## src/rtl/icmp_echo_pkg.sv

```systemverilog
package icmp_echo_pkg;

  // Byte offsets within the IPv4 header and the ICMP header that follows it
  localparam logic [15:0] OffTotLen     = 16'd3;
  localparam logic [15:0] OffProto      = 16'd9;
  localparam logic [15:0] OffHdrCsum    = 16'd11;
  localparam logic [15:0] OffDstFirst   = 16'd16;
  localparam logic [15:0] HdrBytes      = 16'd20;
  localparam logic [15:0] OffIcmpType   = 16'd20;
  localparam logic [15:0] OffIcmpCsumHi = 16'd22;
  localparam logic [15:0] OffIcmpCsumLo = 16'd23;
  localparam logic [15:0] MinBytes      = 16'd24;
  localparam logic [15:0] CountMax      = 16'hFFFF;

  localparam logic [7:0]  IcmpProto      = 8'h01;
  localparam logic [7:0]  EchoRequest    = 8'h08;
  localparam logic [31:0] LocalAddrReset = 32'h0A00_0002;
  localparam logic [15:0] OnesAllSet     = 16'hFFFF;

  // Verdict codes
  localparam logic [2:0] StAccepted   = 3'd0;
  localparam logic [2:0] StEchoReply  = 3'd1;
  localparam logic [2:0] StBadHdrCsum = 3'd2;
  localparam logic [2:0] StWrongDest  = 3'd3;
  localparam logic [2:0] StLengthErr  = 3'd4;

  // Summary queue between front and back; depth must be a power of two
  localparam int QueueDepth = 2;
  localparam int QueuePtrW  = $clog2(QueueDepth);

  typedef struct packed {
    logic        len_err;
    logic        dest_ok;
    logic        is_echo;
    logic [19:0] hdr_sum;
    logic [15:0] hdr_csum;
    logic [31:0] icmp_sum;
  } pkt_summary_t;

  // Two-pass end-around carry fold to 16 bits
  function automatic logic [15:0] fold16(input logic [31:0] s);
    logic [16:0] s1;
    logic [16:0] s2;
    s1 = {1'b0, s[15:0]} + {1'b0, s[31:16]};
    s2 = {1'b0, s1[15:0]} + {16'b0, s1[16]};
    return s2[15:0];
  endfunction

endpackage

```

## src/rtl/icmp_echo_front.sv

```systemverilog
module icmp_echo_front (
  input  logic                        clk,
  input  logic                        rst,
  input  logic                        cfg_wr_en,
  input  logic [31:0]                 cfg_wr_data,
  input  logic                        in_valid,
  output logic                        in_ready,
  input  logic [7:0]                  in_byte,
  input  logic                        in_last,
  input  logic                        q_full,
  output logic                        push,
  output icmp_echo_pkg::pkt_summary_t push_data
);

  logic [31:0] local_addr;
  logic [15:0] byte_count, byte_count_next;
  logic [19:0] header_sum, header_sum_next;
  logic [31:0] icmp_sum, icmp_sum_next;
  logic [7:0]  high_byte_hold, high_byte_hold_next;
  logic        dest_match, dest_match_next;
  logic [7:0]  protocol_byte, protocol_byte_next;
  logic [7:0]  icmp_type_byte, icmp_type_byte_next;
  logic [15:0] total_length, total_length_next;
  logic [15:0] header_csum, header_csum_next;
  logic [15:0] word;
  logic [7:0]  addr_byte;
  logic        take;

  assign in_ready = !q_full;
  assign take     = in_valid && in_ready;
  assign push     = take && in_last;
  assign word     = {high_byte_hold, in_byte};

  always_comb begin
    case (byte_count[1:0])
      2'd0:    addr_byte = local_addr[31:24];
      2'd1:    addr_byte = local_addr[23:16];
      2'd2:    addr_byte = local_addr[15:8];
      default: addr_byte = local_addr[7:0];
    endcase
  end

  always_comb begin
    byte_count_next     = byte_count;
    header_sum_next     = header_sum;
    icmp_sum_next       = icmp_sum;
    high_byte_hold_next = high_byte_hold;
    dest_match_next     = dest_match;
    protocol_byte_next  = protocol_byte;
    icmp_type_byte_next = icmp_type_byte;
    total_length_next   = total_length;
    header_csum_next    = header_csum;

    if (byte_count < icmp_echo_pkg::HdrBytes) begin
      if (!byte_count[0]) begin
        high_byte_hold_next = in_byte;
      end else begin
        if (byte_count == icmp_echo_pkg::OffHdrCsum) begin
          header_csum_next = word;
        end else begin
          header_sum_next = header_sum + {4'b0, word};
        end
        if (byte_count == icmp_echo_pkg::OffTotLen) begin
          total_length_next = word;
        end
      end
      if (byte_count == icmp_echo_pkg::OffProto) begin
        protocol_byte_next = in_byte;
      end
      if (byte_count >= icmp_echo_pkg::OffDstFirst && addr_byte != in_byte) begin
        dest_match_next = 1'b0;
      end
    end

    if (byte_count == icmp_echo_pkg::OffIcmpType) begin
      icmp_type_byte_next = in_byte;
    end

    // Type byte and the checksum field count as zero
    if (byte_count > icmp_echo_pkg::OffIcmpType && byte_count < total_length &&
        byte_count != icmp_echo_pkg::OffIcmpCsumHi &&
        byte_count != icmp_echo_pkg::OffIcmpCsumLo) begin
      icmp_sum_next = icmp_sum +
                      (byte_count[0] ? {24'b0, in_byte} : {16'b0, in_byte, 8'b0});
    end

    if (byte_count != icmp_echo_pkg::CountMax) begin
      byte_count_next = byte_count + 16'd1;
    end
  end

  always_comb begin
    push_data.len_err  = (byte_count_next < icmp_echo_pkg::MinBytes) ||
                         (byte_count_next < total_length_next);
    push_data.dest_ok  = dest_match_next;
    push_data.is_echo  = (protocol_byte_next == icmp_echo_pkg::IcmpProto) &&
                         (icmp_type_byte_next == icmp_echo_pkg::EchoRequest);
    push_data.hdr_sum  = header_sum_next;
    push_data.hdr_csum = header_csum_next;
    push_data.icmp_sum = icmp_sum_next;
  end

  always_ff @(posedge clk) begin
    if (rst) begin
      local_addr <= icmp_echo_pkg::LocalAddrReset;
    end else if (cfg_wr_en) begin
      local_addr <= cfg_wr_data;
    end
  end

  always_ff @(posedge clk) begin
    if (rst || (take && in_last)) begin
      byte_count     <= '0;
      header_sum     <= '0;
      icmp_sum       <= '0;
      high_byte_hold <= '0;
      dest_match     <= 1'b1;
      protocol_byte  <= '0;
      icmp_type_byte <= '0;
      total_length   <= '0;
      header_csum    <= '0;
    end else if (take) begin
      byte_count     <= byte_count_next;
      header_sum     <= header_sum_next;
      icmp_sum       <= icmp_sum_next;
      high_byte_hold <= high_byte_hold_next;
      dest_match     <= dest_match_next;
      protocol_byte  <= protocol_byte_next;
      icmp_type_byte <= icmp_type_byte_next;
      total_length   <= total_length_next;
      header_csum    <= header_csum_next;
    end
  end

endmodule

```

## src/rtl/icmp_echo_queue.sv

```systemverilog
module icmp_echo_queue (
  input  logic                        clk,
  input  logic                        rst,
  input  logic                        push,
  input  icmp_echo_pkg::pkt_summary_t push_data,
  output logic                        full,
  input  logic                        pop,
  output icmp_echo_pkg::pkt_summary_t pop_data,
  output logic                        empty
);

  icmp_echo_pkg::pkt_summary_t entries [icmp_echo_pkg::QueueDepth];
  logic [icmp_echo_pkg::QueuePtrW-1:0] wr_ptr;
  logic [icmp_echo_pkg::QueuePtrW-1:0] rd_ptr;
  logic [icmp_echo_pkg::QueuePtrW:0]   count;

  localparam logic [icmp_echo_pkg::QueuePtrW:0] Depth =
    (icmp_echo_pkg::QueuePtrW+1)'(icmp_echo_pkg::QueueDepth);

  assign full     = (count == Depth);
  assign empty    = (count == '0);
  assign pop_data = entries[rd_ptr];

  always_ff @(posedge clk) begin
    if (push) begin
      entries[wr_ptr] <= push_data;
    end
  end

  always_ff @(posedge clk) begin
    if (rst) begin
      wr_ptr <= '0;
      rd_ptr <= '0;
      count  <= '0;
    end else begin
      if (push) begin
        wr_ptr <= wr_ptr + 1'b1;
      end
      if (pop) begin
        rd_ptr <= rd_ptr + 1'b1;
      end
      if (push && !pop) begin
        count <= count + 1'b1;
      end else if (pop && !push) begin
        count <= count - 1'b1;
      end
    end
  end

endmodule

```

## src/rtl/icmp_echo_back.sv

```systemverilog
module icmp_echo_back (
  input  logic                        clk,
  input  logic                        rst,
  input  logic                        q_empty,
  input  icmp_echo_pkg::pkt_summary_t q_data,
  output logic                        pop,
  output logic                        out_valid,
  input  logic                        out_ready,
  output logic [2:0]                  status,
  output logic [15:0]                 ip_checksum,
  output logic [15:0]                 icmp_checksum
);

  logic [2:0]  status_next;
  logic [15:0] hdr_check;

  assign pop       = !q_empty && (!out_valid || out_ready);
  assign hdr_check = icmp_echo_pkg::fold16({12'b0, q_data.hdr_sum} + {16'b0, q_data.hdr_csum});

  always_comb begin
    if (q_data.len_err) begin
      status_next = icmp_echo_pkg::StLengthErr;
    end else if (hdr_check != icmp_echo_pkg::OnesAllSet) begin
      status_next = icmp_echo_pkg::StBadHdrCsum;
    end else if (!q_data.dest_ok) begin
      status_next = icmp_echo_pkg::StWrongDest;
    end else if (q_data.is_echo) begin
      status_next = icmp_echo_pkg::StEchoReply;
    end else begin
      status_next = icmp_echo_pkg::StAccepted;
    end
  end

  always_ff @(posedge clk) begin
    if (rst) begin
      out_valid <= 1'b0;
    end else if (pop) begin
      out_valid <= 1'b1;
    end else if (out_ready) begin
      out_valid <= 1'b0;
    end
  end

  // Address swap leaves the header sum unchanged
  always_ff @(posedge clk) begin
    if (pop) begin
      status <= status_next;
      if (status_next == icmp_echo_pkg::StEchoReply) begin
        ip_checksum   <= ~icmp_echo_pkg::fold16({12'b0, q_data.hdr_sum});
        icmp_checksum <= ~icmp_echo_pkg::fold16(q_data.icmp_sum);
      end else begin
        ip_checksum   <= '0;
        icmp_checksum <= '0;
      end
    end
  end

endmodule

```

## src/rtl/ipv4_icmp_echo_responder.sv

```systemverilog
// Throughput: one byte per cycle while the queue has room, one verdict per packet.
// m_axis_tvalid rises when the back end pops a summary into its verdict registers.
// The front accumulators take one byte per cycle while the two-entry summary queue has
// room; the queue lets verdicts wait on m_axis_tready while the next packet streams in.
// Reset (rst, synchronous): clear the accumulators, empty the queue, drop any pending
// verdict and load local_addr with 10.0.0.2.
module ipv4_icmp_echo_responder (
  input  logic        clk,
  input  logic        rst,
  // Local address register
  input  logic        cfg_wr_en,
  input  logic [31:0] cfg_wr_data,
  // Packet bytes in
  input  logic        s_axis_tvalid,
  output logic        s_axis_tready,
  input  logic [7:0]  s_axis_tdata,   // [7:0] data_byte
  input  logic        s_axis_tlast,   // last byte of the packet
  // Verdicts out
  output logic        m_axis_tvalid,
  input  logic        m_axis_tready,
  output logic [39:0] m_axis_tdata    // [2:0] status, [18:3] ip_checksum,
                                      // [34:19] icmp_checksum, [39:35] zero
);

  icmp_echo_pkg::pkt_summary_t push_data;
  icmp_echo_pkg::pkt_summary_t pop_data;
  logic        push;
  logic        pop;
  logic        q_full;
  logic        q_empty;
  logic [2:0]  status;
  logic [15:0] ip_checksum;
  logic [15:0] icmp_checksum;

  // Front: accumulate header and ICMP sums per byte, push a summary on the last byte
  icmp_echo_front u_front (
    .clk         (clk),
    .rst         (rst),
    .cfg_wr_en   (cfg_wr_en),
    .cfg_wr_data (cfg_wr_data),
    .in_valid    (s_axis_tvalid),
    .in_ready    (s_axis_tready),
    .in_byte     (s_axis_tdata),
    .in_last     (s_axis_tlast),
    .q_full      (q_full),
    .push        (push),
    .push_data   (push_data)
  );

  // Hold packet summaries until the back end can take them
  icmp_echo_queue u_queue (
    .clk       (clk),
    .rst       (rst),
    .push      (push),
    .push_data (push_data),
    .full      (q_full),
    .pop       (pop),
    .pop_data  (pop_data),
    .empty     (q_empty)
  );

  // Back: fold the sums, rank the checks and register the verdict transfer
  icmp_echo_back u_back (
    .clk           (clk),
    .rst           (rst),
    .q_empty       (q_empty),
    .q_data        (pop_data),
    .pop           (pop),
    .out_valid     (m_axis_tvalid),
    .out_ready     (m_axis_tready),
    .status        (status),
    .ip_checksum   (ip_checksum),
    .icmp_checksum (icmp_checksum)
  );

  assign m_axis_tdata = {5'b0, icmp_checksum, ip_checksum, status};

endmodule
```

## config.mk

```make
export PLATFORM = sky130hd
export DESIGN_NAME = ipv4_icmp_echo_responder
export DESIGN_NICKNAME = d
export VERILOG_FILES = /design/src/rtl/icmp_echo_pkg.sv /design/src/rtl/icmp_echo_front.sv /design/src/rtl/icmp_echo_queue.sv /design/src/rtl/icmp_echo_back.sv /design/src/rtl/ipv4_icmp_echo_responder.sv
export SDC_FILE = /design/constraint.sdc
export NUM_CORES = 1
export LEC_CHECK = 0
export BUFFER_PORTS_ARGS = -buffer_cell sky130_fd_sc_hd__buf_2
export CORE_ASPECT_RATIO = 1.1
export CORE_MARGIN = 4
export CORE_UTILIZATION = 57
export DETAILED_ROUTE_END_ITERATION = 10
export PLACE_DENSITY = 0.9
export REMOVE_ABC_BUFFERS = 1
export SYNTH_ARGS = -nofsm -noshare
export SYNTH_HDL_FRONTEND = slang
export SYNTH_HIERARCHICAL = 1
export SYNTH_SLANG_ARGS = --single-unit
```

## constraint.sdc

```tcl
create_clock -name clk -period 6.6 [get_ports clk]
set_clock_uncertainty 0.05 [all_clocks]
set_input_delay 1.32 -clock clk [delete_from_list [all_inputs] [get_ports clk]]
set_output_delay 1.32 -clock clk [all_outputs]
set_load 0.005 [all_outputs]
```

==> qor.txt <==
clock network latency to the later pin of the worst-skew pair: 0.55 ns
dpl cells: 2504
Final min period: 7.23 ns
Post-synth EDFFs: 177
Critical Path RT: 6.95 ns
global-route wire length before repair: 81100 microns
CTS root buffer: clkbuf_16
CTS tree: built
Synth Instances: 2016
CP max-delay cell: a2111oi_2
synthesis-to-layout area growth: 15.2%
Final Hold Fails: 0
final setup violation count: 34
row count: 71
RSZ-0062 raised after global routing: yes
Critical Path AT: 7.59 ns
Worst-Margin Slew: 1.43 ns
post-synth cell types: 89
I/O Buffers: 82
Lkg Pwr: 9.05 nW
Final Util: 66.8%
CP Max Fanout: 6
Non-Filler Instances: 2609
Num CTS Buffers: 37
Max Fclk: 138 MHz
dpl hpwl: 33500 microns
status: finished with violations
average size of a mapped cell: 9.86 sq um
Final period util: 110%
layout cells sized above 1: 20.1%
Initial Util: 58.0%
ANT nets after route: 0
Synth Flop Type: edfxtp_1
violated checks: setup timing
PD cells: 371 mW/mm^2
CP Capture Type: flip-flop
grt total ovfl: 0
Worst Hold Slack: 0.402 ns
vias post-DR: 16690
Slew Limit Fails: 0
CTS Buffer Depth: 3
Placed Area: 0.0209 sq mm
Hold Path Class: flip-flop to flip-flop
all-layer global routing usage: 26.2%
mapped cell area: 0.0199 sq mm
DIE AREA: 0.0379 sq mm
DRT Wirelength: 54300 microns
Max Cap Viol: 0
Crit Path Class: flip-flop to flip-flop
vias in the first global route: 15918
largest net degree at the start of global routing: 93
Yosys warnings: 6
sequential area share after synthesis: 43.2%
setup ws final: -0.634 ns
height of the die: 204 microns
TNS Setup: -20.03 ns
Core Footprint: 0.0343 sq mm
Max H-tree Level: 2
worst stage delay on the critical path: 0.43 ns
slew margin rel.: 4.57%
ys async rst share: 0%
Finished Cell Area: 0.0229 sq mm
Critical Path Source Type: flip-flop
Die Width: 186 microns
Peak VDD IR: 0.216 mV
number of antenna violations at the first check in global routing: 0
Remaining DRCs: 0
Layout Nets: 2311
DR iter-0 viols: 1866
Wirelength per Cell: 20.8 microns
IO Count: 88
number of fill cells: 2327
Sink Count: 340
DR pass1 iterations: 6
Avg Vias per Cell: 6.40
synthesis-stage register bit count: 340
GP Congestion: 0.977
Reg clk slew, reported paths: 0.06 ns
-- area by class of cell --
class                           count  area (sq um)  area share (%)
Clock buffer                       49          1020            4.46
Multi-Input combinational cell   1518         11000            48.0
Sequential cell                   340          8580            37.5
Timing Repair Buffer              191          1390            6.05
Antenna cell                        1          2.50          0.0109
Tap cell                          438           548            2.39
Inverter                           57           214           0.934
Clock inverter                     15           166           0.727
-- timing repair --
item / in CTS / in global routing
hold buffers: 0 / 0
pin swaps: 12 / 34
endpoints found under the setup margin: 34 / 34
hold endpoints to repair: 0 / 0
gates resized for setup: 30 / 67
setup buffers: 24 / 12
cloned: 3 / 1
-- cells in the final DEF, fill, tap and decap left out, types with 49 or more instances in the layout --
master and count:
nor2_1 140, edfxtp_1 177, nand2_1 232, inv_1 56, buf_2 82, mux2_2 88
mux2i_1 85, ha_1 104, xnor2_1 67, a21oi_1 138, dfxtp_1 162, buf_4 96
xor2_1 69, nand3_1 49, o21ai_0 65
-- per-layer routing --
metal	routed length (microns)	part of all wire, %	GRT usage, %	up-vias
met5	0	0	0	-
li1	-	-	-	7557
met1	20300	37	32.0	7879
met3	4640	8.5	4.31	237
met4	2950	5.4	12.7	0
met2	26400	49	45.0	1017
-- sequential cells by signal (all words and copies together) (netlist names), 16 cells and up, named ones only --
register              cells
u_front/byte_count       16
u_front/header_sum       20
u_queue/entries         142
u_back/icmp_checksum     16
u_front/icmp_sum         32
u_front/local_addr       32
u_front/total_length     16
u_back/ip_checksum       16
u_front/header_csum      16
-- report_power, final --
group	switching [mW]	total (mW)	internal [mW]
combinational	2.29	3.93	1.64
clock	0.862	2.04	1.18
sequential	0.0835	2.52	2.44
-- cell usage after synthesis (10+ instances only) --
| cell type | instances | area (sq um) |
|---|---|---|
| xnor2_1 | 67 | 587 |
| a21oi_1 | 145 | 726 |
| o21ai_0 | 67 | 335 |
| buf_2 | 15 | 75.1 |
| and3_1 | 17 | 106 |
| nor4_1 | 13 | 81.3 |
| dfxtp_1 | 163 | 3260 |
| nor2_1 | 157 | 589 |
| mux2i_1 | 85 | 851 |
| a21o_1 | 30 | 225 |
| nand3_1 | 49 | 245 |
| a211oi_1 | 26 | 195 |
| or4_1 | 11 | 82.6 |
| nor2_2 | 12 | 75.1 |
| buf_6 | 12 | 135 |
| xor2_1 | 70 | 613 |
| nand2_1 | 233 | 875 |
| or3_1 | 21 | 131 |
| a31oi_1 | 11 | 68.8 |
| clkbuf_1 | 60 | 225 |
| o31ai_1 | 18 | 135 |
| edfxtp_1 | 177 | 5320 |
| buf_1 | 10 | 37.5 |
| nor3_1 | 47 | 235 |
| inv_1 | 57 | 214 |
| mux2_2 | 95 | 1070 |
| nand4_1 | 22 | 138 |
| ha_1 | 114 | 1430 |
| nand2b_1 | 15 | 93.8 |
| nor2b_1 | 18 | 113 |
| and2_1 | 21 | 131 |
| o21a_1 | 13 | 97.6 |
-- final timing paths --
check | startpoint | cells after the start | slack (ns) | end
hold reg to reg | u_front/header_csum[11]$_SDFFE_PP0P_ | 2 | 0.40 | u_front/header_csum[11]$_SDFFE_PP0P_
hold / removal | u_front/header_csum[11]$_SDFFE_PP0P_ | 2 | 0.40 | u_front/header_csum[11]$_SDFFE_PP0P_
setup / recovery | flip-flop | 35 | -0.63 | u_back/icmp_checksum[2]$_SDFFCE_PP0P_
setup reg to reg | flip-flop | 35 | -0.63 | u_back/icmp_checksum[2]$_SDFFCE_PP0P_
-- critical path: cells and delay by family (launching register included) --
kind,cells,cell delay [ns]
xor+xnor,2,0.42
flops,1,0.41
compound gates,11,2.32
mux,1,0.38
simple gates,12,1.76
buf+inv,5,0.76
fa+ha+maj,4,0.97
-- cell families (layout without fill, tap and decap cells) --
group	Yosys count	in the layout	share of synthesized area (%)
AOI/OAI and AO/OA	390	390	12.6
other	1	6	0.0189
buffers and inverters	162	312	3.80
muxes	180	180	9.66
adders and majority gates	120	120	7.78
and+or+nand+nor	684	684	16.8
xor gates and xnor gates	139	139	6.23
DFF	340	340	43.2
-- stage by stage --
step	setup slack [ns]	power [mW]
2_1_floorplan	-1.84	4.70
3_3_place_gp	-0.0819	5.50
3_5_place_dp	-0.550	5.63
4_1_cts	0.0407	7.90
5_1_grt	-0.837	8.84
6_report	-0.634	8.49
(Power assumes the default switching activity.)
